--- config.mk ---
export PLATFORM = sky130hd
export DESIGN_NAME = ppm_er_limiter
export DESIGN_NICKNAME = d
export VERILOG_FILES = /design/src/design/ppm_er_pkg.sv /design/src/design/ppm_er_limiter.sv
export VERILOG_INCLUDE_DIRS = /design/src /design/src/design
export SDC_FILE = /design/constraint.sdc
export NUM_CORES = 1
export LEC_CHECK = 0
export BUFFER_PORTS_ARGS = -buffer_cell sky130_fd_sc_hd__buf_2
export CORE_MARGIN = 2
export CORE_UTILIZATION = 50
export CTS_CLUSTER_DIAMETER = 150
export DETAILED_ROUTE_END_ITERATION = 16
export GPL_ROUTABILITY_DRIVEN = 0
export PLACE_DENSITY = 0.69
export SLEW_MARGIN = 15
export SYNTH_ARGS = -nofsm -noshare
export SYNTH_HDL_FRONTEND = slang
export SYNTH_SLANG_ARGS = --single-unit
export TNS_END_PERCENT = 5
--- constraint.sdc ---
create_clock -name clk_i -period 14 [get_ports clk_i]
set_clock_uncertainty 0.2 [all_clocks]
set_input_delay 2.8 -clock clk_i [delete_from_list [all_inputs] [get_ports clk_i]]
set_output_delay 2.8 -clock clk_i [all_outputs]
set_load 0.02 [all_outputs]
--- src/design/assert_macros.svh ---
// Assertion helpers shared by the edge reconstruction RTL.
// Included by the modules that carry concurrent checks; no other dependencies.
`ifndef ASSERT_MACROS_SVH
`define ASSERT_MACROS_SVH

// Plain property, checked at every rising edge outside reset
`define PPM_ASSERT(lbl, clk, rst_n, prop, msg) \
  lbl: assert property (@(posedge clk) disable iff (!rst_n) (prop)) else $error(msg);

// Same-cycle implication, checked outside reset
`define PPM_ASSERT_IMPL(lbl, clk, rst_n, ante, cons, msg) \
  lbl: assert property (@(posedge clk) disable iff (!rst_n) (ante) |-> (cons)) else $error(msg);

// Next-cycle implication, checked outside reset
`define PPM_ASSERT_NEXT(lbl, clk, rst_n, ante, cons, msg) \
  lbl: assert property (@(posedge clk) disable iff (!rst_n) (ante) |=> (cons)) else $error(msg);

`endif

--- src/design/ppm_er_pkg.sv ---
// Shared types, widths and helper functions for the parabolic edge reconstruction.
// No dependencies; used by every module of the block.
package ppm_er_pkg;

  // Sample and coefficient formats
  localparam int unsigned SAMPLE_W   = 32;            // signed Q15.16
  localparam int unsigned FLAT_W     = 16;            // unsigned Q1.15
  localparam int unsigned FLAT_SHIFT = 15;
  localparam logic [FLAT_W-1:0] FLAT_ONE = FLAT_W'(1 << FLAT_SHIFT);

  // Internal widths
  localparam int unsigned DIFF_W = SAMPLE_W + 1;      // difference of two samples, slopes
  localparam int unsigned SDIF_W = SAMPLE_W + 2;      // difference of two slopes
  localparam int unsigned TW_W   = SAMPLE_W + 6;      // edge numerator in 1/12 units
  localparam int unsigned NUM_W  = SAMPLE_W + 4;      // clamped, offset numerator
  localparam int unsigned PROD_W = FLAT_W + 1 + DIFF_W;
  localparam int unsigned WIDE_W = SAMPLE_W + 3;      // 3c - 2e before saturation

  // Divide-by-twelve unit: radix-4 digit recurrence, split over a few stages
  localparam int unsigned DIV_DEN          = 12;
  localparam int unsigned REM_W            = 4;
  localparam int unsigned DIV_STAGES       = 3;
  localparam int unsigned DIGITS_PER_STAGE = NUM_W / 2 / DIV_STAGES;

  // Lanes and pipeline depth
  localparam int unsigned NUM_SLOPES  = 3;
  localparam int unsigned NUM_EDGES   = 2;
  localparam int unsigned EDGE_STAGES = 6 + DIV_STAGES;
  localparam int unsigned PIPE_DEPTH  = EDGE_STAGES + 2;

  localparam logic signed [SAMPLE_W-1:0] SAMPLE_MAX = {1'b0, {(SAMPLE_W-1){1'b1}}};
  localparam logic signed [SAMPLE_W-1:0] SAMPLE_MIN = {1'b1, {(SAMPLE_W-1){1'b0}}};

  typedef struct packed {
    logic signed [SAMPLE_W-1:0] cell_m2;
    logic signed [SAMPLE_W-1:0] cell_m1;
    logic signed [SAMPLE_W-1:0] cell_center;
    logic signed [SAMPLE_W-1:0] cell_p1;
    logic signed [SAMPLE_W-1:0] cell_p2;
    logic        [FLAT_W-1:0]   flatten;
  } ppm_in_t;

  typedef struct packed {
    logic signed [SAMPLE_W-1:0] left_edge;
    logic signed [SAMPLE_W-1:0] right_edge;
  } ppm_out_t;

  // What one edge lane hands to the limiter
  typedef struct packed {
    logic signed [SAMPLE_W-1:0] edge_val;
    logic signed [SAMPLE_W-1:0] center;
  } lane_res_t;

  // One radix-4 step of division by twelve: returns {quotient digit, new remainder}
  function automatic logic [REM_W+1:0] div12_step(input logic [REM_W-1:0] rem,
                                                  input logic [1:0]       dig);
    logic [REM_W+1:0] val;
    logic [REM_W+1:0] sub;
    logic [1:0]       qd;
    val = {rem, dig};
    priority if (val >= (REM_W+2)'(3 * DIV_DEN)) begin
      qd  = 2'd3;
      sub = (REM_W+2)'(3 * DIV_DEN);
    end else if (val >= (REM_W+2)'(2 * DIV_DEN)) begin
      qd  = 2'd2;
      sub = (REM_W+2)'(2 * DIV_DEN);
    end else if (val >= (REM_W+2)'(DIV_DEN)) begin
      qd  = 2'd1;
      sub = (REM_W+2)'(DIV_DEN);
    end else begin
      qd  = 2'd0;
      sub = '0;
    end
    return {qd, REM_W'(val - sub)};
  endfunction

  // Clamp a wide signed value into the sample range
  function automatic logic signed [SAMPLE_W-1:0] sat_sample(input logic signed [WIDE_W-1:0] v);
    logic signed [SAMPLE_W-1:0] r;
    priority if (v > WIDE_W'(SAMPLE_MAX)) begin
      r = SAMPLE_MAX;
    end else if (v < WIDE_W'(SAMPLE_MIN)) begin
      r = SAMPLE_MIN;
    end else begin
      r = v[SAMPLE_W-1:0];
    end
    return r;
  endfunction

endpackage

--- src/design/ppm_er_limiter.sv ---
// Merging stage: combines both edges with the extremum and overshoot limiter, then saturates.
// Depends on ppm_er_pkg and assert_macros.svh; one register stage plus output logic.
`include "assert_macros.svh"

module ppm_er_limiter (
  input  logic                                    clk_i,
  input  logic                                    rst_ni,
  input  logic                                    en_i,
  input  logic                                    vld_i,
  input  logic signed [ppm_er_pkg::SAMPLE_W-1:0]  left_i,
  input  logic signed [ppm_er_pkg::SAMPLE_W-1:0]  right_i,
  input  logic signed [ppm_er_pkg::SAMPLE_W-1:0]  c_i,
  output ppm_er_pkg::ppm_out_t                    res_o
);
  import ppm_er_pkg::*;

  logic signed [DIFF_W-1:0]   dp_q, dm_q;
  logic signed [WIDE_W-1:0]   l3_q, r3_q;
  logic signed [SAMPLE_W-1:0] l_q, r_q, c_q;

  // Register stage: deviations from center and the overshoot replacements
  always_ff @(posedge clk_i) begin
    if (en_i) begin
      dp_q <= DIFF_W'(right_i) - DIFF_W'(c_i);
      dm_q <= DIFF_W'(c_i) - DIFF_W'(left_i);
      r3_q <= (WIDE_W'(c_i) <<< 1) + WIDE_W'(c_i) - (WIDE_W'(left_i) <<< 1);
      l3_q <= (WIDE_W'(c_i) <<< 1) + WIDE_W'(c_i) - (WIDE_W'(right_i) <<< 1);
      l_q  <= left_i;
      r_q  <= right_i;
      c_q  <= c_i;
    end
  end

  logic [DIFF_W-1:0] adp, adm;
  logic              extremum, over_r, over_l;
  logic              brackets;

  // Case detection
  always_comb begin
    adp      = dp_q[DIFF_W-1] ? DIFF_W'(-dp_q) : DIFF_W'(dp_q);
    adm      = dm_q[DIFF_W-1] ? DIFF_W'(-dm_q) : DIFF_W'(dm_q);
    extremum = (dp_q == '0) || (dm_q == '0) || (dp_q[DIFF_W-1] != dm_q[DIFF_W-1]);
    over_r   = {1'b0, adp} >= {adm, 1'b0};
    over_l   = {1'b0, adm} >= {adp, 1'b0};
  end

  // Limiter selection
  always_comb begin
    priority if (extremum) begin
      res_o.left_edge  = c_q;
      res_o.right_edge = c_q;
    end else if (over_r) begin
      res_o.left_edge  = l_q;
      res_o.right_edge = sat_sample(r3_q);
    end else if (over_l) begin
      res_o.left_edge  = sat_sample(l3_q);
      res_o.right_edge = r_q;
    end else begin
      // no overshoot: both edges pass through
      res_o.left_edge  = l_q;
      res_o.right_edge = r_q;
    end
  end

  // The center always lies between the limited edges
  assign brackets = ((res_o.left_edge <= c_q) && (c_q <= res_o.right_edge))
                 || ((res_o.left_edge >= c_q) && (c_q >= res_o.right_edge));

  `PPM_ASSERT_IMPL(a_center_between, clk_i, rst_ni, vld_i, brackets, "edges miss the center")

endmodule

==> results.py <==
metrics = {
    "synthesis": {
        "synth_ff_type": "edfxtp_1",
        "synth.distinct_cells": 71,
        "synth_top_area_cell": "edfxtp_1",
        "syn_nets": 2392,
        "syn_area_per_cell_um2": 9.30,
        "synthArstFlopShare": 0,
        "synth_edf_count": 230,
        "yosys-top-cells-area": "edfxtp_1, ha_1, xnor2_1, a21oi_1, inv_1",
        "syn_inst": 2061,
        "synth_seq_cells": 230,
        "netlist_area_um2": 19200,
        "synth_seq_area_share": 0.360,
        "synth_warnings": 0,
        "synth_top_area_share": 0.360,
    },
    "die": {
        "die_h_um": 200,
        "num_rows": 71,
        "ios": 164,
        "die_width_um": 200,
        "core_um2": 37800,
        "die_area_um2": 39900,
        "initial_core_util": 0.508,
    },
    "layout": {
        "area_delta_synth_final_pct": 11.3,
        "nets": 2543,
        "final_layout_size_suffix_gt1_frac": 0.107,
        "utilization": 0.565,
    },
    "detailed_routing": {
        "firstDrtPassIters": 6,
        "dr_total_vias": 16400,
        "final_antenna_net_count": 0,
        "drt_iter0_markers": 1526,
        "drc": 0,
        "vias_per_cell": 6.00,
        "post_drt_wl_per_cell_um": 20.5,
        "wirelength_um": 56200,
    },
    "sta": {
        "slew_viol_final": 0,
        "finalHoldViolCount": 0,
        "fin_tns_setup_ps": 0,
        "timing.hold.ws_ps": 2230,
        "clock.fmax_ghz": 0.0977,
        "worstMarginPinSlew_ps": 1140,
        "rsz0062_at_grt": "false",
        "max-slew-margin-rel": 0.242,
        "fin_crit_sh": 0.731,
        "fin_crit_ps": 10240,
        "finalSetupViolations": 0,
    },
    "grt": {
        "globalRouteTotalUtil": 0.278,
        "grt_pass1_wl_um": 85000,
        "antenna_found_initial": 1,
        "gr-total-overflow": 0,
        "grt_pass1_vias": 15400,
        "grt_max_degree": 100,
    },
    "placed_design": {
        "port_buffers": 161,
        "place_hpwl_um": 42700,
    },
    "worst_setup_path": {
        "crit_family": "simple AND/OR/NAND/NOR gates",
        "worst_setup_path_start_kind": "register",
        "crit_path_end_kind": "primary output",
        "worstPathRequired_ps": 11000,
        "critPathArrivalTime_ps": 7240,
        "slowest_stage": "or3_4",
        "worst-setup-path-type": "register to primary output",
        "cp_slowest_stage_delay_ps": 700,
        "path_max_fanout": 66,
        "cpMostUsedCell": "or3_1",
        "crit_chain": "nor3_2 > nand3_1 > or2_2 > or3_1 > or3_1 > or4_4 > o21ai_0 > xnor2_1 > ha_1 > nand4_1 > or3_1 > nor2_1 > and4_1 > a2111oi_0 > o31a_1 > or3_4 > nand3_4 > buf_4 > o21ai_0 > a221oi_1 > buf_2",
        "crit_buf_inv": 2,
    },
    "clock_tree": {
        "numCtsBuffers": 26,
        "cts_tree": "done",
        "htreeDepth": 1,
        "path_clk_slew_ps": 70,
        "clock_path_buffers": 3,
        "numClockSinks": 230,
        "cts_hold_buf": 0,
        "cts_root_buf": "clkbuf_16",
        "cts_setup_buffers": 0,
        "post_cts_resized": 0,
    },
    "power_and_ir_drop": {
        "power.density_nw_per_um2": 146,
        "ir_drop_uv": 108,
        "p_leak_nw": 9.33,
        "power_mw": 3.11,
    },
    "hold_path": {
        "hold_class": "primary input to register",
    },
    "run_status": {
        "status": "finished, final reports clean",
    },
    "run": {
        "max-cap-violations": 0,
    },
}
## synthesized netlist by cell type (all sizes together), types with 4 or more instances
master and n:
nor2b 15, a211o 10, nand4 25, o2111ai 5, nor2 143, o21ai 108, and4 6, and2 13
fa 5, a2111oi 4, a211oi 15, a41oi 4, and3 11, a21boi 9, a221oi 5, o41ai 8
buf 12, edfxtp 230, nand3 57, o31a 15, o211ai 5, nand2 153, o21bai 18, o31ai 19
inv 201, o21a 36, o311ai 24, nor3 24, nor4 7, xor2 64, ha 226, a21oi 164
nand2b 26, or3 40, xnor2 130, o22ai 5, a31oi 50, clkbuf 37, or4 13, or2 16
a21o 73
## final timing paths
kind	start	endpoint	slack, ps	cells past startpoint
setup / recovery	dp_q[2]	res_o[32]	3760	21
hold / removal	left_i[6]	l_q[6]	2230	1
## registers in the layout, summed over array words and instances (netlist names)
signal  cells
c_q        31
dm_q       33
dp_q       33
l3_q       35
l_q        32
r3_q       34
r_q        32
## stage by stage
stage / setup slack (ps) / std cells / area (µm²)
3_5_place_dp: 4410 / 2695 / 20500
6_report: 3760 / 2742 / 21300
4_1_cts: 3790 / 2740 / 21300
5_1_grt: 3420 / 2741 / 21300
2_1_floorplan: 5830 / 2061 / 19200
3_3_place_gp: 4530 / 2695 / 20500
## kinds of logic after synthesis
kind of cell / after synthesis / synth area share
DFF: 230 / 0.360
adders and majority gates: 231 / 0.153
buffers and inverters: 250 / 0.0510
xor gates and xnor gates: 194 / 0.0886
muxes: 3 / 0.00157
AOI/OAI and AO/OA: 596 / 0.202
and+or+nand+nor: 557 / 0.144
## where the power goes
| group | switching (mW) | leakage (nW) | internal (mW) |
|---|---|---|---|
| registers | 0.0612 | 2.25 | 0.925 |
| clock network | 0.292 | 0.391 | 0.386 |
| logic | 0.902 | 6.69 | 0.543 |
## layout by cell type, fill, tap and decap left out, types with 9 or more instances in the layout
cell type / synthesis / final
xor2_1: 64 / 64
a21oi_1: 164 / 164
edfxtp_1: 230 / 230
nor3_1: 21 / 21
nand3_1: 56 / 56
o311ai_1: 22 / 22
o31ai_1: 19 / 18
clkbuf_16: 0 / 27
a21o_1: 73 / 73
a211oi_1: 15 / 15
o31a_1: 15 / 14
nand4_1: 25 / 25
and2_1: 13 / 13
o21ai_0: 107 / 107
o21bai_1: 18 / 18
a21boi_0: 9 / 9
or2_2: 11 / 11
or4_1: 11 / 11
nor2b_1: 15 / 15
buf_4: 7 / 11
and3_1: 11 / 11
nand2_1: 153 / 153
a31oi_1: 50 / 49
xnor2_1: 130 / 130
a211o_1: 10 / 10
nor2_1: 143 / 141
inv_1: 201 / 201
or3_1: 38 / 38
nand2b_1: 26 / 26
o21a_1: 36 / 36
buf_2: 4 / 160
ha_1: 226 / 226
## per-layer routing
| layer | part of all wire | track usage | up-vias |
|---|---|---|---|
| li1 | - | - | 7903 |
| met1 | 0.45 | 0.398 | 7843 |
| met2 | 0.43 | 0.431 | 589 |
| met3 | 0.077 | 0.0422 | 110 |
| met4 | 0.035 | 0.0968 | 0 |
| met5 | 0 | 0 | - |
## cell type report
| type | instances | area (µm²) |
|---|---|---|
| Antenna cell | 2 | 5.00 |
| Multi-Input combinational cell | 1581 | 11300 |
| Clock buffer | 30 | 687 |
| Inverter | 201 | 754 |
| Sequential cell | 230 | 6910 |
| Fill cell | 3347 | 16400 |
| Tap cell | 511 | 639 |
| Clock inverter | 15 | 133 |
| Timing Repair Buffer | 172 | 898 |
(Power assumes the default switching activity.)
