==> config.mk <==
export PLATFORM = sky130hd
export DESIGN_NAME = ppm_er_slope_lane
export DESIGN_NICKNAME = d
export VERILOG_FILES = /design/src/design/assert_macros.svh /design/src/design/ppm_er_pkg.sv /design/src/design/ppm_er_slope_lane.sv
export SDC_FILE = /design/constraint.sdc
export NUM_CORES = 1
export LEC_CHECK = 0
export ABC_CLOCK_PERIOD_IN_PS = 33700
export BUFFER_PORTS_ARGS = -buffer_cell sky130_fd_sc_hd__buf_2
export CAP_MARGIN = 20
export CORE_MARGIN = 2
export CORE_UTILIZATION = 50
export DETAILED_ROUTE_END_ITERATION = 8
export PLACE_DENSITY_LB_ADDON = 0.15
export SLEW_MARGIN = 40
export SYNTH_ARGS = -nofsm -noshare
export SYNTH_HDL_FRONTEND = slang
export SYNTH_SLANG_ARGS = --single-unit
==> constraint.sdc <==
create_clock -name clk_i -period 33.7 [get_ports clk_i]
set_input_delay 1.685 -clock clk_i [delete_from_list [all_inputs] [get_ports clk_i]]
set_output_delay 1.685 -clock clk_i [all_outputs]
set_load 0.02 [all_outputs]
==> src/design/assert_macros.svh <==
// Assertion helpers shared by the edge reconstruction RTL.
// Included by the modules that carry concurrent checks; no other dependencies.
`ifndef ASSERT_MACROS_SVH
`define ASSERT_MACROS_SVH

// Plain property, checked at every rising edge outside reset
`define PPM_ASSERT(lbl, clk, rst_n, prop, msg) \
  lbl: assert property (@(posedge clk) disable iff (!rst_n) (prop)) else $error(msg);

// Same-cycle implication, checked outside reset
`define PPM_ASSERT_IMPL(lbl, clk, rst_n, ante, cons, msg) \
  lbl: assert property (@(posedge clk) disable iff (!rst_n) (ante) |-> (cons)) else $error(msg);

// Next-cycle implication, checked outside reset
`define PPM_ASSERT_NEXT(lbl, clk, rst_n, ante, cons, msg) \
  lbl: assert property (@(posedge clk) disable iff (!rst_n) (ante) |=> (cons)) else $error(msg);

`endif

==> src/design/ppm_er_pkg.sv <==
// Shared types, widths and helper functions for the parabolic edge reconstruction.
// No dependencies; used by every module of the block.
package ppm_er_pkg;

  // Sample and coefficient formats
  localparam int unsigned SAMPLE_W   = 32;            // signed Q15.16
  localparam int unsigned FLAT_W     = 16;            // unsigned Q1.15
  localparam int unsigned FLAT_SHIFT = 15;
  localparam logic [FLAT_W-1:0] FLAT_ONE = FLAT_W'(1 << FLAT_SHIFT);

  // Internal widths
  localparam int unsigned DIFF_W = SAMPLE_W + 1;      // difference of two samples, slopes
  localparam int unsigned SDIF_W = SAMPLE_W + 2;      // difference of two slopes
  localparam int unsigned TW_W   = SAMPLE_W + 6;      // edge numerator in 1/12 units
  localparam int unsigned NUM_W  = SAMPLE_W + 4;      // clamped, offset numerator
  localparam int unsigned PROD_W = FLAT_W + 1 + DIFF_W;
  localparam int unsigned WIDE_W = SAMPLE_W + 3;      // 3c - 2e before saturation

  // Divide-by-twelve unit: radix-4 digit recurrence, split over a few stages
  localparam int unsigned DIV_DEN          = 12;
  localparam int unsigned REM_W            = 4;
  localparam int unsigned DIV_STAGES       = 3;
  localparam int unsigned DIGITS_PER_STAGE = NUM_W / 2 / DIV_STAGES;

  // Lanes and pipeline depth
  localparam int unsigned NUM_SLOPES  = 3;
  localparam int unsigned NUM_EDGES   = 2;
  localparam int unsigned EDGE_STAGES = 6 + DIV_STAGES;
  localparam int unsigned PIPE_DEPTH  = EDGE_STAGES + 2;

  localparam logic signed [SAMPLE_W-1:0] SAMPLE_MAX = {1'b0, {(SAMPLE_W-1){1'b1}}};
  localparam logic signed [SAMPLE_W-1:0] SAMPLE_MIN = {1'b1, {(SAMPLE_W-1){1'b0}}};

  typedef struct packed {
    logic signed [SAMPLE_W-1:0] cell_m2;
    logic signed [SAMPLE_W-1:0] cell_m1;
    logic signed [SAMPLE_W-1:0] cell_center;
    logic signed [SAMPLE_W-1:0] cell_p1;
    logic signed [SAMPLE_W-1:0] cell_p2;
    logic        [FLAT_W-1:0]   flatten;
  } ppm_in_t;

  typedef struct packed {
    logic signed [SAMPLE_W-1:0] left_edge;
    logic signed [SAMPLE_W-1:0] right_edge;
  } ppm_out_t;

  // What one edge lane hands to the limiter
  typedef struct packed {
    logic signed [SAMPLE_W-1:0] edge_val;
    logic signed [SAMPLE_W-1:0] center;
  } lane_res_t;

  // One radix-4 step of division by twelve: returns {quotient digit, new remainder}
  function automatic logic [REM_W+1:0] div12_step(input logic [REM_W-1:0] rem,
                                                  input logic [1:0]       dig);
    logic [REM_W+1:0] val;
    logic [REM_W+1:0] sub;
    logic [1:0]       qd;
    val = {rem, dig};
    priority if (val >= (REM_W+2)'(3 * DIV_DEN)) begin
      qd  = 2'd3;
      sub = (REM_W+2)'(3 * DIV_DEN);
    end else if (val >= (REM_W+2)'(2 * DIV_DEN)) begin
      qd  = 2'd2;
      sub = (REM_W+2)'(2 * DIV_DEN);
    end else if (val >= (REM_W+2)'(DIV_DEN)) begin
      qd  = 2'd1;
      sub = (REM_W+2)'(DIV_DEN);
    end else begin
      qd  = 2'd0;
      sub = '0;
    end
    return {qd, REM_W'(val - sub)};
  endfunction

  // Clamp a wide signed value into the sample range
  function automatic logic signed [SAMPLE_W-1:0] sat_sample(input logic signed [WIDE_W-1:0] v);
    logic signed [SAMPLE_W-1:0] r;
    priority if (v > WIDE_W'(SAMPLE_MAX)) begin
      r = SAMPLE_MAX;
    end else if (v < WIDE_W'(SAMPLE_MIN)) begin
      r = SAMPLE_MIN;
    end else begin
      r = v[SAMPLE_W-1:0];
    end
    return r;
  endfunction

endpackage

==> src/design/ppm_er_slope_lane.sv <==
// One slope lane: van Leer limited slope of the middle cell of three, held at twice its value.
// Depends on ppm_er_pkg.
module ppm_er_slope_lane (
  input  logic                                      clk_i,
  input  logic                                      en_i,
  input  logic signed [ppm_er_pkg::SAMPLE_W-1:0]    a_i,
  input  logic signed [ppm_er_pkg::SAMPLE_W-1:0]    b_i,
  input  logic signed [ppm_er_pkg::SAMPLE_W-1:0]    c_i,
  output logic signed [ppm_er_pkg::DIFF_W-1:0]      slope_o
);
  import ppm_er_pkg::*;

  logic signed [DIFF_W-1:0] lo, hi, cen;
  logic        [DIFF_W-1:0] abs_lo, abs_hi, abs_cen;
  logic        [DIFF_W+1:0] lim_lo, lim_hi, mag;
  logic                     agree;
  logic signed [DIFF_W-1:0] slope_d, slope_q;

  // One-sided and centered differences
  always_comb begin
    lo      = DIFF_W'(b_i) - DIFF_W'(a_i);
    hi      = DIFF_W'(c_i) - DIFF_W'(b_i);
    cen     = DIFF_W'(c_i) - DIFF_W'(a_i);
    abs_lo  = lo[DIFF_W-1]  ? DIFF_W'(-lo)  : DIFF_W'(lo);
    abs_hi  = hi[DIFF_W-1]  ? DIFF_W'(-hi)  : DIFF_W'(hi);
    abs_cen = cen[DIFF_W-1] ? DIFF_W'(-cen) : DIFF_W'(cen);
    agree   = ((lo > 0) && (hi > 0)) || ((lo < 0) && (hi < 0));
  end

  // Limit by four times each one-sided difference (twice the slope)
  always_comb begin
    lim_lo = {abs_lo, 2'b00};
    lim_hi = {abs_hi, 2'b00};
    mag    = {2'b00, abs_cen};
    if (lim_lo < mag) mag = lim_lo;
    if (lim_hi < mag) mag = lim_hi;
    if (!agree) begin
      slope_d = '0;
    end else if (cen[DIFF_W-1]) begin
      slope_d = -$signed(mag[DIFF_W-1:0]);
    end else begin
      slope_d = $signed(mag[DIFF_W-1:0]);
    end
  end

  always_ff @(posedge clk_i) begin
    if (en_i) slope_q <= slope_d;
  end

  assign slope_o = slope_q;

endmodule

==> results of run 1 <==
-- logic make-up (layout without fill, tap and decap cells) --
| group | count (synthesis) | after routing | share of synthesized area [%] |
|---|---|---|---|
| simple gates | 685 | 685 | 25.9 |
| mux | 30 | 30 | 2.28 |
| xor+xnor | 151 | 151 | 9.83 |
| compound gates | 657 | 657 | 33.2 |
| buf+inv | 202 | 274 | 5.88 |
| fa+ha+maj | 166 | 166 | 15.6 |
| other cells | 1 | 2 | 0.0279 |
| flops | 33 | 33 | 7.36 |
-- worst min-delay path by stage --
stage,slack (ns),cells past startpoint,endpoint
after CTS,2.00,1,slope_o[0]$_SDFFCE_PN0P_
after detailed placement,2.13,1,slope_o[19]
after global routing,2.02,1,slope_o[4]$_SDFFCE_PN0P_
after global placement,2.13,1,slope_o[32]
final,1.99,1,slope_o[3]$_SDFFCE_PN0P_
after floorplan,1.80,0,slope_o[0]$_SDFFCE_PN0P_
-- final cells by class --
| class | instances | area (um^2) |
|---|---|---|
| Tap cell | 341 | 427 |
| Clock inverter | 3 | 41.3 |
| Multi-Input combinational cell | 1691 | 11700 |
| Fill cell | 2672 | 12200 |
| Sequential cell | 33 | 991 |
| Timing Repair Buffer | 140 | 726 |
| Inverter | 126 | 473 |
| Clock buffer | 5 | 125 |
-- stage by stage --
step	worst slack, ns	std cells
CTS	21.01	2339
global placement	20.87	2331
global route	19.94	2339
detailed placement	20.75	2331
floorplan	21.93	1926
finish	20.83	2339
-- placed cells by master, fill, tap and decap left out, types with 17 or more instances in the layout --
| cell | Yosys | final |
|---|---|---|
| o31ai_1 | 21 | 20 |
| nor3_1 | 43 | 43 |
| o21ai_1 | 17 | 17 |
| and3_1 | 17 | 17 |
| and2_1 | 26 | 26 |
| a21oi_1 | 159 | 159 |
| o211ai_1 | 20 | 20 |
| or2_2 | 17 | 17 |
| or3_1 | 25 | 25 |
| o21ai_0 | 121 | 121 |
| inv_1 | 126 | 126 |
| nand2_1 | 189 | 189 |
| nand3_1 | 43 | 43 |
| a31oi_1 | 41 | 41 |
| nand4_1 | 42 | 42 |
| xor2_1 | 59 | 59 |
| nor2_1 | 168 | 168 |
| a211oi_1 | 22 | 21 |
| nor2b_1 | 21 | 21 |
| o21a_1 | 22 | 22 |
| edfxtp_1 | 33 | 33 |
| ha_1 | 163 | 163 |
| xnor2_1 | 92 | 91 |
| buf_2 | 20 | 130 |
| nand2b_1 | 20 | 20 |
| a21o_1 | 43 | 43 |
| mux2i_1 | 25 | 25 |
-- power by group --
group	internal (W)	switching, W
sequential	0.0000639	0.00000219
clock	0.0000345	0.0000152
combinational	0.000240	0.000420
-- worst max-delay path: cells and delay by family --
family	cells	cell delay (ns)
mux	1	0.35
compound gates	20	5.67
buf+inv	2	0.66
xor+xnor	1	0.41
fa+ha+maj	4	1.15
simple gates	8	2.93
-- per-layer routing --
metal	up-vias	track usage, %	wire length, um
met3	80	1.65	3530
met1	6924	44.4	20900
met5	-	0	0
li1	7382	-	-
met4	0	8.13	1190
met2	652	52.4	20300
==> flow_summary_export.csv, run 1 <==
group,metric,value,unit
synth,synth_top_area_share,15.2,%
synth,yosys-top-cells-area,"ha_1, edfxtp_1, xnor2_1",
clocking,cts_resized,0,
clocking,clk_pin_slew,0.05,ns
clocking,cts_setup_buffers,0,
routing,first_iter_violations,1506,
worst_setup_path,crit_start,"a_i[0]",
placement,dpl.hpwl,39.0,mm
global_routing,grt_use_total,31.4,%
flow_run,max_cap_violations,0,
synth,netlist_area,0.0135,mm^2
worst_setup_path,cp.required,33.72,ns
global_routing,overflow,0,
floorplan,num_io_pins,131,
layout,drive_above_1_share,10.8,%
synth,synthTopCellsByCount,"nand2_1, nor2_1, ha_1",
floorplan,start_util,50.4,%
clocking,htree_num_levels,2,
floorplan,core-area,0.0267,mm^2
clocking,cts_hold_buf,0,
routing,drtAntennaViolNets,0,
placement,placed_area,0.0143,mm^2
synth,synth_enable_flop_cells,33,
floorplan,rows,60,
global_routing,grt_pass1_wl,72.2,mm
placement,portBuffers,130,
worst_setup_path,path_common_cell,"ha_1",
power_and_ir_drop,power.total,0.000776,W
timing,max_freq,77.7,MHz
clocking,tritoncts,"done",
worst_setup_path,slowest_stage,"nor4_2",
clocking,cts.sinks,33,
synth,postSynthAreaPerCell,6.99,um^2
layout,n_antenna_cell,0,
synth,ys_types,104,
global_routing,antenna_found_initial,0,
worst_setup_path,cp_data_arrival_time,12.89,ns
floorplan,die_w,168,um
timing,drv_slew,0,
synth,yosys.area.top_type,"ha_1",
synth,ys_seq_area_share,7.36,%
placement,place_congestion,0.966,
global_routing,grt_pass1_vias,13800,
timing,worst_pin_slew,0.953,ns
worst_setup_path,worst_path_largest_cell_delay,0.64,ns
timing,timing.setup.tns,0,ns
clocking,cts_root_buf,"clkbuf_16",
worst_setup_path,worst-path-max-fanout,54,
routing,routed_wl,46.0,mm
power_and_ir_drop,p_per_area,53.4,mW/mm^2
timing,setup_violations,0,
timing,layout_worst_path_cycle_share,38.2,%
synth,yosysWarnings,0,
timing,worst_hold_slack,1.99,ns
min_path,hp-class,"input pin to flop",
power_and_ir_drop,ir_drop,26.6,uV
clocking,numCtsBuffers,5,
worst_setup_path,cp-start-kind,"input pin",
synth,yosys_register_bits,33,
worst_setup_path,endpoint,"slope_o[27]$_SDFFCE_PN0P_",
floorplan,dieArea,0.0282,mm^2
routing,wl_per_cell,19.6,um
timing,hold_viol,0,
floorplan,die_h,168,um
layout,fin_util,54.4,%
min_path,min_from,"en_i",
clocking,cts_buffer_depth,2,
routing,first_pass_iters,6,
timing,rsz0062_at_grt,"no",
layout,nets,2261,
layout,design_area,0.0145,mm^2
timing,maxSlewHeadroom,36.3,%
routing,route.detailed.drc,0,
power_and_ir_drop,p_leak,6.21,nW
routing,vias,15000,
run_status,outcome,"finished, final reports clean",
layout,largest_reg_flops,33,
worst_setup_path,critPathKind,"input pin to flop",
timing,fin_crit,12.87,ns
synth,async_reset_ff_share,0,%
routing,viasPerCell,6.43,
synth,synth_flop_cell,"edfxtp_1",
synth,syn_inst,1925,
worst_setup_path,end_kind,"flop",
synth,synth.most_common_cell,"nand2_1",
layout,area_growth,7.92,%
global_routing,grt_max_degree,55,
Power figures use the tool's default switching activity.
==> inputs of run 2 (changes only) <==
--- a/config.mk
+++ b/config.mk
@@ -5,7 +5,7 @@
 export SDC_FILE = /design/constraint.sdc
 export NUM_CORES = 1
 export LEC_CHECK = 0
-export ABC_CLOCK_PERIOD_IN_PS = 33700
+export ABC_CLOCK_PERIOD_IN_PS = 10990
 export BUFFER_PORTS_ARGS = -buffer_cell sky130_fd_sc_hd__buf_2
 export CAP_MARGIN = 20
 export CORE_MARGIN = 2
==> constraint.sdc (replaced) <==
create_clock -name clk_i -period 10.99 [get_ports clk_i]
set_input_delay 0.5495 -clock clk_i [delete_from_list [all_inputs] [get_ports clk_i]]
set_output_delay 0.5495 -clock clk_i [all_outputs]
set_load 0.02 [all_outputs]
==> flow_summary_export.csv, run 2 (same netlist as run 1, synthesis figures left out) <==
group,metric,value,unit
timing,drv_slew,0,
layout,drive_above_1_share,12.4,%
routing,first_pass_iters,6,
min_path,min_from,"en_i",
layout,area_growth,10.0,%
global_routing,grt_use_total,32.6,%
worst_setup_path,critPathTopFamily,"compound AO/OA/AOI/OAI gates",
worst_setup_path,critPathKind,"input pin to flop",
timing,rsz0062_at_grt,"no",
routing,routed_wl,48.1,mm
flow_run,max_cap_violations,0,
global_routing,grt_max_degree,38,
worst_setup_path,end_kind,"flop",
floorplan,num_io_pins,131,
power_and_ir_drop,power.total,0.00247,W
routing,viasPerCell,6.42,
power_and_ir_drop,p_int,0.00109,W
clocking,tritoncts,"done",
global_routing,antenna_found_initial,0,
placement,portBuffers,130,
floorplan,start_util,50.4,%
worst_setup_path,crit_buf_inv,4,
placement,dpl.hpwl,41.2,mm
worst_setup_path,worst_path_largest_cell_delay,0.50,ns
power_and_ir_drop,p_leak,6.40,nW
layout,layout.cells.most_common,"nand2_1",
timing,hold_viol,0,
power_and_ir_drop,p_switching,0.00138,W
clocking,clk_pin_slew,0.06,ns
clocking,numCtsBuffers,5,
timing,setup_violations,0,
placement,placed_area,0.0146,mm^2
placement,place_congestion,1.01,
clocking,cts_buffer_depth,2,
floorplan,dieArea,0.0282,mm^2
routing,vias,15300,
timing,timing.setup.tns,0,ns
global_routing,grt_pass1_vias,13800,
layout,largest_reg_flops,33,
power_and_ir_drop,switching_share,55.7,%
power_and_ir_drop,ir_drop,66.6,uV
routing,wl_per_cell,20.2,um
min_path,hp-class,"input pin to flop",
floorplan,rows,60,
power_and_ir_drop,power_frac_comb,85.4,%
clocking,cts_hold_buf,0,
worst_setup_path,path_common_cell,"a21o_1",
worst_setup_path,worst-path-max-fanout,37,
run_status,outcome,"finished, final reports clean",
power_and_ir_drop,p_per_area,167,mW/mm^2
power_and_ir_drop,seq_power_share,8.3,%
worst_setup_path,cp_data_arrival_time,10.31,ns
layout,final_cell_mix,"nand2_1, nor2_1, ha_1",
timing,maxSlewHeadroom,44.8,%
timing,worst_hold_slack,0.850,ns
power_and_ir_drop,clkPwrFrac,6.3,%
timing,fin_crit,10.27,ns
timing,worst_pin_slew,0.827,ns
worst_setup_path,cp-start-kind,"input pin",
layout,nets,2298,
timing,max_freq,97.3,MHz
floorplan,die_w,168,um
worst_setup_path,crit_start,"b_i[0]",
layout,fillers,2664,
layout,design_area,0.0148,mm^2
worst_setup_path,cp.required,11.02,ns
layout,n_antenna_cell,0,
routing,route.detailed.drc,0,
routing,first_iter_violations,1181,
global_routing,overflow,0,
clocking,htree_num_levels,2,
worst_setup_path,slowest_stage,"or3_1",
routing,drtAntennaViolNets,0,
floorplan,die_h,168,um
clocking,cts_root_buf,"clkbuf_16",
floorplan,core-area,0.0267,mm^2
timing,layout_worst_path_cycle_share,93.5,%
clocking,cts.sinks,33,
global_routing,grt_pass1_wl,73.9,mm
-- run 2: power by group through the flow --
| stage | Sequential (W) | Clock (W) | Combinational, W |
|---|---|---|---|
| global route | 0.000208 | 0.000162 | 0.00233 |
| CTS | 0.000205 | 0.000159 | 0.00206 |
| floorplan | 0.000260 | 0 | 0.00143 |
| global placement | 0.000207 | 0 | 0.00203 |
| finish | 0.000204 | 0.000156 | 0.00211 |
| detailed placement | 0.000207 | 0 | 0.00205 |
-- run 2: final cells by class --
class,instances,area (um^2),share of cell area [%]
inverter,126,473,3.19
sequential,33,991,6.69
clock buffer,6,129,0.870
multi-input combinational,1692,11700,79.3
tap,341,427,2.88
clock inverter,2,33.8,0.228
timing repair buffer,176,1010,6.81
-- run 2: final timing paths --
kind,to,cells after the start
setup / recovery,slope_o[27]$_SDFFCE_PN0P_,43
hold / removal,slope_o[6]$_SDFFCE_PN0P_,1
-- run 2: per-layer routing --
layer,vias up,wire [um],global-route usage [%]
met2,603,22100,55.6
met3,57,3390,2.63
met4,0,981,7.95
li1,7455,-,-
met5,-,0,0
met1,7135,21600,44.7
-- run 2: metrics by stage --
stage	utilization, %	setup WS [ns]	instances
after detailed placement	54.6	0.325	2366
after global placement	54.6	0.507	2366
final	55.4	0.717	2376
after floorplan	-	0.356	1926
after global routing	55.4	0.00615	2376
after CTS	55.2	0.600	2374
-- run 2: repair_timing --
item / 4_1_cts / 5_1_grt
endpoints found under the setup margin: 0 / 18
resized for setup: 0 / 6
buffers inserted: 0 / 1
