## src/design/assert_macros.svh

```systemverilog
// Assertion helpers shared by the edge reconstruction RTL.
// Included by the modules that carry concurrent checks; no other dependencies.
`ifndef ASSERT_MACROS_SVH
`define ASSERT_MACROS_SVH

// Plain property, checked at every rising edge outside reset
`define PPM_ASSERT(lbl, clk, rst_n, prop, msg) \
  lbl: assert property (@(posedge clk) disable iff (!rst_n) (prop)) else $error(msg);

// Same-cycle implication, checked outside reset
`define PPM_ASSERT_IMPL(lbl, clk, rst_n, ante, cons, msg) \
  lbl: assert property (@(posedge clk) disable iff (!rst_n) (ante) |-> (cons)) else $error(msg);

// Next-cycle implication, checked outside reset
`define PPM_ASSERT_NEXT(lbl, clk, rst_n, ante, cons, msg) \
  lbl: assert property (@(posedge clk) disable iff (!rst_n) (ante) |=> (cons)) else $error(msg);

`endif

```

## src/design/ppm_er_pkg.sv

```systemverilog
// Shared types, widths and helper functions for the parabolic edge reconstruction.
// No dependencies; used by every module of the block.
package ppm_er_pkg;

  // Sample and coefficient formats
  localparam int unsigned SAMPLE_W   = 32;            // signed Q15.16
  localparam int unsigned FLAT_W     = 16;            // unsigned Q1.15
  localparam int unsigned FLAT_SHIFT = 15;
  localparam logic [FLAT_W-1:0] FLAT_ONE = FLAT_W'(1 << FLAT_SHIFT);

  // Internal widths
  localparam int unsigned DIFF_W = SAMPLE_W + 1;      // difference of two samples, slopes
  localparam int unsigned SDIF_W = SAMPLE_W + 2;      // difference of two slopes
  localparam int unsigned TW_W   = SAMPLE_W + 6;      // edge numerator in 1/12 units
  localparam int unsigned NUM_W  = SAMPLE_W + 4;      // clamped, offset numerator
  localparam int unsigned PROD_W = FLAT_W + 1 + DIFF_W;
  localparam int unsigned WIDE_W = SAMPLE_W + 3;      // 3c - 2e before saturation

  // Divide-by-twelve unit: radix-4 digit recurrence, split over a few stages
  localparam int unsigned DIV_DEN          = 12;
  localparam int unsigned REM_W            = 4;
  localparam int unsigned DIV_STAGES       = 3;
  localparam int unsigned DIGITS_PER_STAGE = NUM_W / 2 / DIV_STAGES;

  // Lanes and pipeline depth
  localparam int unsigned NUM_SLOPES  = 3;
  localparam int unsigned NUM_EDGES   = 2;
  localparam int unsigned EDGE_STAGES = 6 + DIV_STAGES;
  localparam int unsigned PIPE_DEPTH  = EDGE_STAGES + 2;

  localparam logic signed [SAMPLE_W-1:0] SAMPLE_MAX = {1'b0, {(SAMPLE_W-1){1'b1}}};
  localparam logic signed [SAMPLE_W-1:0] SAMPLE_MIN = {1'b1, {(SAMPLE_W-1){1'b0}}};

  typedef struct packed {
    logic signed [SAMPLE_W-1:0] cell_m2;
    logic signed [SAMPLE_W-1:0] cell_m1;
    logic signed [SAMPLE_W-1:0] cell_center;
    logic signed [SAMPLE_W-1:0] cell_p1;
    logic signed [SAMPLE_W-1:0] cell_p2;
    logic        [FLAT_W-1:0]   flatten;
  } ppm_in_t;

  typedef struct packed {
    logic signed [SAMPLE_W-1:0] left_edge;
    logic signed [SAMPLE_W-1:0] right_edge;
  } ppm_out_t;

  // What one edge lane hands to the limiter
  typedef struct packed {
    logic signed [SAMPLE_W-1:0] edge_val;
    logic signed [SAMPLE_W-1:0] center;
  } lane_res_t;

  // One radix-4 step of division by twelve: returns {quotient digit, new remainder}
  function automatic logic [REM_W+1:0] div12_step(input logic [REM_W-1:0] rem,
                                                  input logic [1:0]       dig);
    logic [REM_W+1:0] val;
    logic [REM_W+1:0] sub;
    logic [1:0]       qd;
    val = {rem, dig};
    priority if (val >= (REM_W+2)'(3 * DIV_DEN)) begin
      qd  = 2'd3;
      sub = (REM_W+2)'(3 * DIV_DEN);
    end else if (val >= (REM_W+2)'(2 * DIV_DEN)) begin
      qd  = 2'd2;
      sub = (REM_W+2)'(2 * DIV_DEN);
    end else if (val >= (REM_W+2)'(DIV_DEN)) begin
      qd  = 2'd1;
      sub = (REM_W+2)'(DIV_DEN);
    end else begin
      qd  = 2'd0;
      sub = '0;
    end
    return {qd, REM_W'(val - sub)};
  endfunction

  // Clamp a wide signed value into the sample range
  function automatic logic signed [SAMPLE_W-1:0] sat_sample(input logic signed [WIDE_W-1:0] v);
    logic signed [SAMPLE_W-1:0] r;
    priority if (v > WIDE_W'(SAMPLE_MAX)) begin
      r = SAMPLE_MAX;
    end else if (v < WIDE_W'(SAMPLE_MIN)) begin
      r = SAMPLE_MIN;
    end else begin
      r = v[SAMPLE_W-1:0];
    end
    return r;
  endfunction

endpackage

```

## src/design/ppm_er_edge_lane.sv

```systemverilog
// One edge lane: interpolates an edge between two cells, clamps it, and applies flattening.
// Depends on ppm_er_pkg; nine register stages including a three-stage divide by twelve.
module ppm_er_edge_lane (
  input  logic                                    clk_i,
  input  logic                                    en_i,
  input  logic signed [ppm_er_pkg::SAMPLE_W-1:0]  x_i,
  input  logic signed [ppm_er_pkg::SAMPLE_W-1:0]  y_i,
  input  logic signed [ppm_er_pkg::SAMPLE_W-1:0]  c_i,
  input  logic signed [ppm_er_pkg::DIFF_W-1:0]    sx_i,
  input  logic signed [ppm_er_pkg::DIFF_W-1:0]    sy_i,
  input  logic        [ppm_er_pkg::FLAT_W-1:0]    flat_i,
  output ppm_er_pkg::lane_res_t                   res_o
);
  import ppm_er_pkg::*;

  // Stage 1: raw differences
  logic signed [DIFF_W-1:0]   delta1_q, xc1_q;
  logic signed [SDIF_W-1:0]   sdiff1_q;
  logic signed [SAMPLE_W-1:0] c1_q;
  logic        [FLAT_W-1:0]   f1_q;

  always_ff @(posedge clk_i) begin
    if (en_i) begin
      delta1_q <= DIFF_W'(y_i) - DIFF_W'(x_i);
      xc1_q    <= DIFF_W'(x_i) - DIFF_W'(c_i);
      sdiff1_q <= SDIF_W'(sy_i) - SDIF_W'(sx_i);
      c1_q     <= c_i;
      f1_q     <= flat_i;
    end
  end

  // Stage 2: numerator in twelfths relative to x, clamp bounds
  logic signed [DIFF_W-1:0]   lo2, hi2;
  logic signed [TW_W-1:0]     tw2_d, lo12_d, hi12_d;
  logic signed [TW_W-1:0]     tw2_q, lo12_q, hi12_q;
  logic signed [DIFF_W-1:0]   blo2_q;
  logic signed [SAMPLE_W-1:0] c2_q;
  logic        [FLAT_W-1:0]   f2_q;

  always_comb begin
    lo2    = (delta1_q < 0) ? delta1_q : '0;
    hi2    = (delta1_q > 0) ? delta1_q : '0;
    tw2_d  = (TW_W'(delta1_q) <<< 2) + (TW_W'(delta1_q) <<< 1) - TW_W'(sdiff1_q)
             + TW_W'(DIV_DEN / 2);
    lo12_d = (TW_W'(lo2) <<< 3) + (TW_W'(lo2) <<< 2);
    hi12_d = (TW_W'(hi2) <<< 3) + (TW_W'(hi2) <<< 2) + TW_W'(DIV_DEN - 1);
  end

  always_ff @(posedge clk_i) begin
    if (en_i) begin
      tw2_q  <= tw2_d;
      lo12_q <= lo12_d;
      hi12_q <= hi12_d;
      blo2_q <= xc1_q + lo2;
      c2_q   <= c1_q;
      f2_q   <= f1_q;
    end
  end

  // Stage 3: clamp so the quotient lands between the two cells, offset to non-negative
  logic signed [TW_W-1:0]     tw_clamped;
  logic        [NUM_W-1:0]    num3_q;
  logic signed [DIFF_W-1:0]   blo3_q;
  logic signed [SAMPLE_W-1:0] c3_q;
  logic        [FLAT_W-1:0]   f3_q;

  always_comb begin
    priority if (tw2_q < lo12_q) begin
      tw_clamped = lo12_q;
    end else if (tw2_q > hi12_q) begin
      tw_clamped = hi12_q;
    end else begin
      tw_clamped = tw2_q;
    end
  end

  always_ff @(posedge clk_i) begin
    if (en_i) begin
      num3_q <= NUM_W'(tw_clamped - lo12_q);
      blo3_q <= blo2_q;
      c3_q   <= c2_q;
      f3_q   <= f2_q;
    end
  end

  // Divide by twelve, radix 4, MSB first; quotient digits shift in as dividend bits shift out
  logic        [NUM_W-1:0]    div_num_q [DIV_STAGES];
  logic        [REM_W-1:0]    div_rem_q [DIV_STAGES];
  logic signed [DIFF_W-1:0]   div_blo_q [DIV_STAGES];
  logic signed [SAMPLE_W-1:0] div_c_q   [DIV_STAGES];
  logic        [FLAT_W-1:0]   div_f_q   [DIV_STAGES];

  for (genvar s = 0; s < DIV_STAGES; s++) begin : g_div
    logic        [NUM_W-1:0]    num_in, num_d;
    logic        [REM_W-1:0]    rem_in, rem_d;
    logic        [REM_W+1:0]    step;
    logic signed [DIFF_W-1:0]   blo_in;
    logic signed [SAMPLE_W-1:0] c_in;
    logic        [FLAT_W-1:0]   f_in;

    if (s == 0) begin : g_first
      assign num_in = num3_q;
      assign rem_in = '0;
      assign blo_in = blo3_q;
      assign c_in   = c3_q;
      assign f_in   = f3_q;
    end else begin : g_next
      assign num_in = div_num_q[s-1];
      assign rem_in = div_rem_q[s-1];
      assign blo_in = div_blo_q[s-1];
      assign c_in   = div_c_q[s-1];
      assign f_in   = div_f_q[s-1];
    end

    always_comb begin
      num_d = num_in;
      rem_d = rem_in;
      step  = '0;
      for (int k = 0; k < DIGITS_PER_STAGE; k++) begin
        step  = div12_step(rem_d, num_d[NUM_W-1 -: 2]);
        num_d = {num_d[NUM_W-3:0], step[REM_W+1:REM_W]};
        rem_d = step[REM_W-1:0];
      end
    end

    always_ff @(posedge clk_i) begin
      if (en_i) begin
        div_num_q[s] <= num_d;
        div_rem_q[s] <= rem_d;
        div_blo_q[s] <= blo_in;
        div_c_q[s]   <= c_in;
        div_f_q[s]   <= f_in;
      end
    end
  end

  // Stage 7: edge minus center; the quotient never exceeds the cell spacing
  logic signed [DIFF_W-1:0]   ediff7_q;
  logic signed [SAMPLE_W-1:0] c7_q;
  logic        [FLAT_W-1:0]   f7_q;

  always_ff @(posedge clk_i) begin
    if (en_i) begin
      ediff7_q <= div_blo_q[DIV_STAGES-1]
                + $signed({1'b0, div_num_q[DIV_STAGES-1][SAMPLE_W-1:0]});
      c7_q     <= div_c_q[DIV_STAGES-1];
      f7_q     <= div_f_q[DIV_STAGES-1];
    end
  end

  // Stage 8: flattening product
  logic signed [PROD_W-1:0]   prod8_q;
  logic signed [SAMPLE_W-1:0] c8_q;

  always_ff @(posedge clk_i) begin
    if (en_i) begin
      prod8_q <= $signed({1'b0, f7_q}) * ediff7_q;
      c8_q    <= c7_q;
    end
  end

  // Stage 9: round to nearest (ties up) and add back the center
  logic signed [PROD_W-1:0] rnd, shifted;
  lane_res_t                res_q;

  always_comb begin
    rnd     = prod8_q + PROD_W'(1 << (FLAT_SHIFT - 1));
    shifted = rnd >>> FLAT_SHIFT;
  end

  always_ff @(posedge clk_i) begin
    if (en_i) begin
      res_q.edge_val <= c8_q + $signed(shifted[SAMPLE_W-1:0]);
      res_q.center   <= c8_q;
    end
  end

  assign res_o = res_q;

endmodule

```

## config.mk

```make
export PLATFORM = sky130hd
export DESIGN_NAME = ppm_er_edge_lane
export DESIGN_NICKNAME = d
export VERILOG_FILES = /design/src/design/assert_macros.svh /design/src/design/ppm_er_pkg.sv /design/src/design/ppm_er_edge_lane.sv
export SDC_FILE = /design/constraint.sdc
export NUM_CORES = 2
export LEC_CHECK = 0
export ABC_AREA = 1
export ABC_CLOCK_PERIOD_IN_PS = 6700
export BUFFER_PORTS_ARGS = -buffer_cell sky130_fd_sc_hd__buf_2
export CELL_PAD_IN_SITES_DETAIL_PLACEMENT = 1
export CELL_PAD_IN_SITES_GLOBAL_PLACEMENT = 1
export CORE_ASPECT_RATIO = 1.4
export CORE_UTILIZATION = 26
export CTS_BUF_LIST = sky130_fd_sc_hd__clkbuf_8
export CTS_CLUSTER_DIAMETER = 120
export DETAILED_ROUTE_END_ITERATION = 10
export PLACE_DENSITY_LB_ADDON = 0.1
export SLEW_MARGIN = 20
export SYNTH_ARGS = -nofsm -noshare
export SYNTH_HDL_FRONTEND = slang
export SYNTH_SLANG_ARGS = --single-unit
```

## constraint.sdc

```tcl
create_clock -name clk_i -period 6.7 [get_ports clk_i]
set_clock_uncertainty 0.1 [all_clocks]
set_input_delay 1.34 -clock clk_i [delete_from_list [all_inputs] [get_ports clk_i]]
set_output_delay 1.34 -clock clk_i [all_outputs]
set_load 0.01 [all_outputs]
```

==> flow_metrics.env <==
export IMPL_grt_pass1_vias=54296
export IMPL_hold_viol_final=0
export IMPL_htreeDepth=4
export IMPL_slew_headroom=0.3029
export IMPL_firstDrtPassIters=5
export IMPL_hold_buffers=0
export IMPL_fmax_ghz=0.1540
export IMPL_async_flop_share=0
export IMPL_cpLargestDelayFamily="adder cells"
export IMPL_worstPathCellList="buf_4 -> buf_6 -> nand2_1 -> fa_1 -> fa_1 -> fa_1 -> fa_1 -> fa_1 -> inv_1 -> fa_1 -> ha_1 -> a21oi_2 -> o21ai_0 -> a21oi_1 -> o211ai_1 -> buf_4 -> a21oi_2 -> inv_1 -> a31oi_1 -> xor2_1"
export IMPL_synthesis_nets=8037
export IMPL_core_area_sq_um=266500
export IMPL_cts_tree="built"
export IMPL_vias_per_cell=4.335
export IMPL_synthCells=6741
export IMPL_finalSetupTns_ps=0
export IMPL_slowest_stage="fa_1"
export IMPL_critPathArrivalTime_ps=7060
export IMPL_num_vias=47609
export IMPL_cp_slowest_stage_delay_ps=560
export IMPL_synth_seq_area_share=0.4321
export IMPL_antenna_found_initial=7
export IMPL_worst_pin_slew_ps=1046
export IMPL_drv_slew=0
export IMPL_period_minus_slack_ps=6493
export IMPL_dieArea_sq_um=271000
export IMPL_drt_wl_total_um=203900
export IMPL_portBuffers=243
export IMPL_nFillCells=30060
export IMPL_cp_common_cell="fa_1"
export IMPL_initial_utilization=0.2623
export IMPL_timing_rr_start="f7_q[8]$_DFFE_PP_"
export IMPL_rsz0062_at_grt="true"
export IMPL_cp_end_kind="register"
export IMPL_grt_pass1_wl_um=313100
export IMPL_place_congestion=0.8171
export IMPL_dp_hpwl_um=167200
export IMPL_worst_path_buf_inv=5
export IMPL_reg2reg_slack_ps=210
export IMPL_yosysUniqueCellTypes=59
export IMPL_die_w_um=440.3
export IMPL_reg2reg_to="prod8_q[46]$_DFFE_PP_"
export IMPL_grt_overflow=0
export IMPL_cts_sinks=1006
export IMPL_routedWlPerCell_um=18.56
export IMPL_worstPathRequired_ps=7270
export IMPL_clock_path_buffers=4
export IMPL_die_h_um=615.6
export IMPL_first_iter_violations=1496
export IMPL_synth_area_sq_um=69920
export IMPL_antenna_left=0
export IMPL_clk_latency_ps=930
export IMPL_clk_pin_slew_ps=60
export IMPL_hold_depth=0
export IMPL_synth_edff_count=1006
export IMPL_final_setup_viol_count=0
export IMPL_cp_max_fo=16
export IMPL_cp_start_kind="register"
export IMPL_area_growth_pct=16.41
export IMPL_synth_top_area_share=0.4321
export IMPL_yosys_area_top_type="edfxtp_1"
export IMPL_final_core_util=0.3054
export IMPL_synth_avg_cell_area_sq_um=10.37
export IMPL_holdPathEnd="div_num_q[0][21]$_DFFE_PP_"
export IMPL_nets=8651
export IMPL_status="finished clean"
export IMPL_grtUsageTotal=0.1515
export IMPL_synth_area_leaders="edfxtp_1, fa_1, ha_1, inv_1, nand2_1"
export IMPL_hp_start="g_div[0].num_in[9]$_DFFE_PP_"
export IMPL_grt_max_degree=178
export IMPL_ios=244
export IMPL_drc=0
export IMPL_ff2ff_path_depth=20
export IMPL_finalCritPeriodShare=0.9691
export IMPL_hp_class="reg2reg"
export IMPL_clk_root_buffer_cell="clkbuf_8"
export IMPL_ys_seq_elements=1006
export IMPL_num_rows=224
export IMPL_drv_cap=0
export IMPL_cts_buffers=183
export IMPL_drive_above_1_share=0.1197
export IMPL_synth_flop_cell="edfxtp_1"
export IMPL_ys_warn_count=0
export IMPL_crit_type="reg2reg"
registers in the layout, indices dropped and copies added (netlist names), 34 cells and up:
signal,count
div_blo_q,99
div_c_q,96
div_f_q,48
div_num_q,92
g_div.num_in,34
hi12_q,36
lo12_q,35
res_o,64
sdiff1_q,34
tw2_q,38
area by class of cell:
cell class	instances	area (sq um)	share of cell area
antenna	2	5.005	0.00006149
clock inverter	125	865.8	0.01064
tap	3503	4383	0.05385
sequential	1006	30210	0.3712
clock buffer	183	2519	0.03095
timing repair buffer	579	4084	0.05018
multi-input combinational	4173	34020	0.4180
inverter	1412	5300	0.06512
timing repair:
action                                  CTS  global route
gates resized for setup                  10            58
pin swaps                                 0            14
setup buffers                             1            12
endpoints found under the setup margin   11            17
gates cloned                              0             1
cells in the final DEF, fill, tap and decap left out, types with 47 or more instances in the layout:
cell	Yosys	final
buf_4	0	301
o21ai_0	197	191
ha_1	593	587
edfxtp_1	1006	1006
fa_1	523	522
buf_2	5	242
xnor2_1	121	121
nand3_1	104	104
nand2_1	1217	1215
xor2_1	281	279
nor2_1	219	213
o211ai_1	62	62
a21oi_1	465	460
a31oi_1	48	47
inv_1	1409	1460
clkbuf_8	0	183
nand4_1	61	61
synthesized netlist by cell type (3+ instances only):
cell type     n
nand3_1     104
a2111oi_0     3
o21a_1       26
xnor2_1     121
a21boi_1      4
a21oi_2       4
o2111ai_1     3
ha_1        593
nor3_4        3
o221ai_1      6
o211ai_1     62
o21ai_2       5
a21oi_1     465
nand4_1      61
and3_1        3
xor2_1      281
nand3_2      11
o21bai_1     19
inv_1      1409
o311ai_0      3
nor3_1       26
edfxtp_1   1006
buf_2         5
nand2_2      13
nand2_1    1217
nor3_2        4
a21boi_0     14
a21o_1       19
inv_2         3
a221oi_1      3
nor2_1      219
a31oi_1      48
nor2_2        5
a211oi_1     13
o21ai_1      33
o31ai_1       8
clkbuf_1    144
nor4_1       19
fa_1        523
nand3b_1     11
o21ai_0     197
worst reg2reg max path, cell delays in order, from the launching register on:
cell and delay, ps:
edfxtp_1 470, buf_4 250, buf_6 250, nand2_1 110
fa_1 470, fa_1 560, fa_1 450, fa_1 520
fa_1 540, inv_1 60, fa_1 470, ha_1 390
a21oi_2 280, o21ai_0 230, a21oi_1 160, o211ai_1 100
buf_4 200, a21oi_2 210, inv_1 70, a31oi_1 230
xor2_1 120
logic make-up after synthesis:
group	after synthesis	synth area share
fa+ha+maj	1116	0.2559
simple gates	1707	0.1008
compound gates	947	0.07686
buf+inv	1562	0.08395
flops	1006	0.4321
xor+xnor	402	0.05036
other cells	1	0.00005363
stage by stage:
stage | hold slack [ps] | worst slack, ps | instances | instance area (sq um)
global route | 218.6 | -57.78 | 10983 | 81390
CTS | 223.7 | 4.023 | 10968 | 81040
floorplan | 300.3 | 350.6 | 6741 | 69920
global placement | 300.3 | -237.7 | 10659 | 77620
finish | 233.3 | 206.9 | 10983 | 81390
detailed placement | 305.2 | -271.6 | 10659 | 77620
how the worst max path moves through the flow:
stage	startpoint	cells past startpoint	endpoint	slack (ps)
floorplan	ediff7_q[5]$_DFFE_PP_	25	prod8_q[37]$_DFFE_PP_	350
global placement	f7_q[11]$_DFFE_PP_	22	prod8_q[46]$_DFFE_PP_	-240
detailed placement	f7_q[11]$_DFFE_PP_	22	prod8_q[46]$_DFFE_PP_	-270
CTS	f7_q[11]$_DFFE_PP_	24	prod8_q[46]$_DFFE_PP_	4
global route	div_rem_q[0][3]$_DFFE_PP_	43	div_rem_q[0][7]$_DFFE_PP_	-60
finish	f7_q[8]$_DFFE_PP_	20	prod8_q[46]$_DFFE_PP_	210
layer usage:
metal / GRT usage / vias up / part of all wire
met1: 0.1559 / 23567 / 0.37
li1: - / 23198 / -
met3: 0.01708 / 320 / 0.023
met4: 0.05260 / 0 / 0.035
met2: 0.3066 / 524 / 0.57
met5: 0 / - / 0
Power is not shown: default switching activity piles up to over one toggle a cycle in this logic, so the estimate is an artifact.
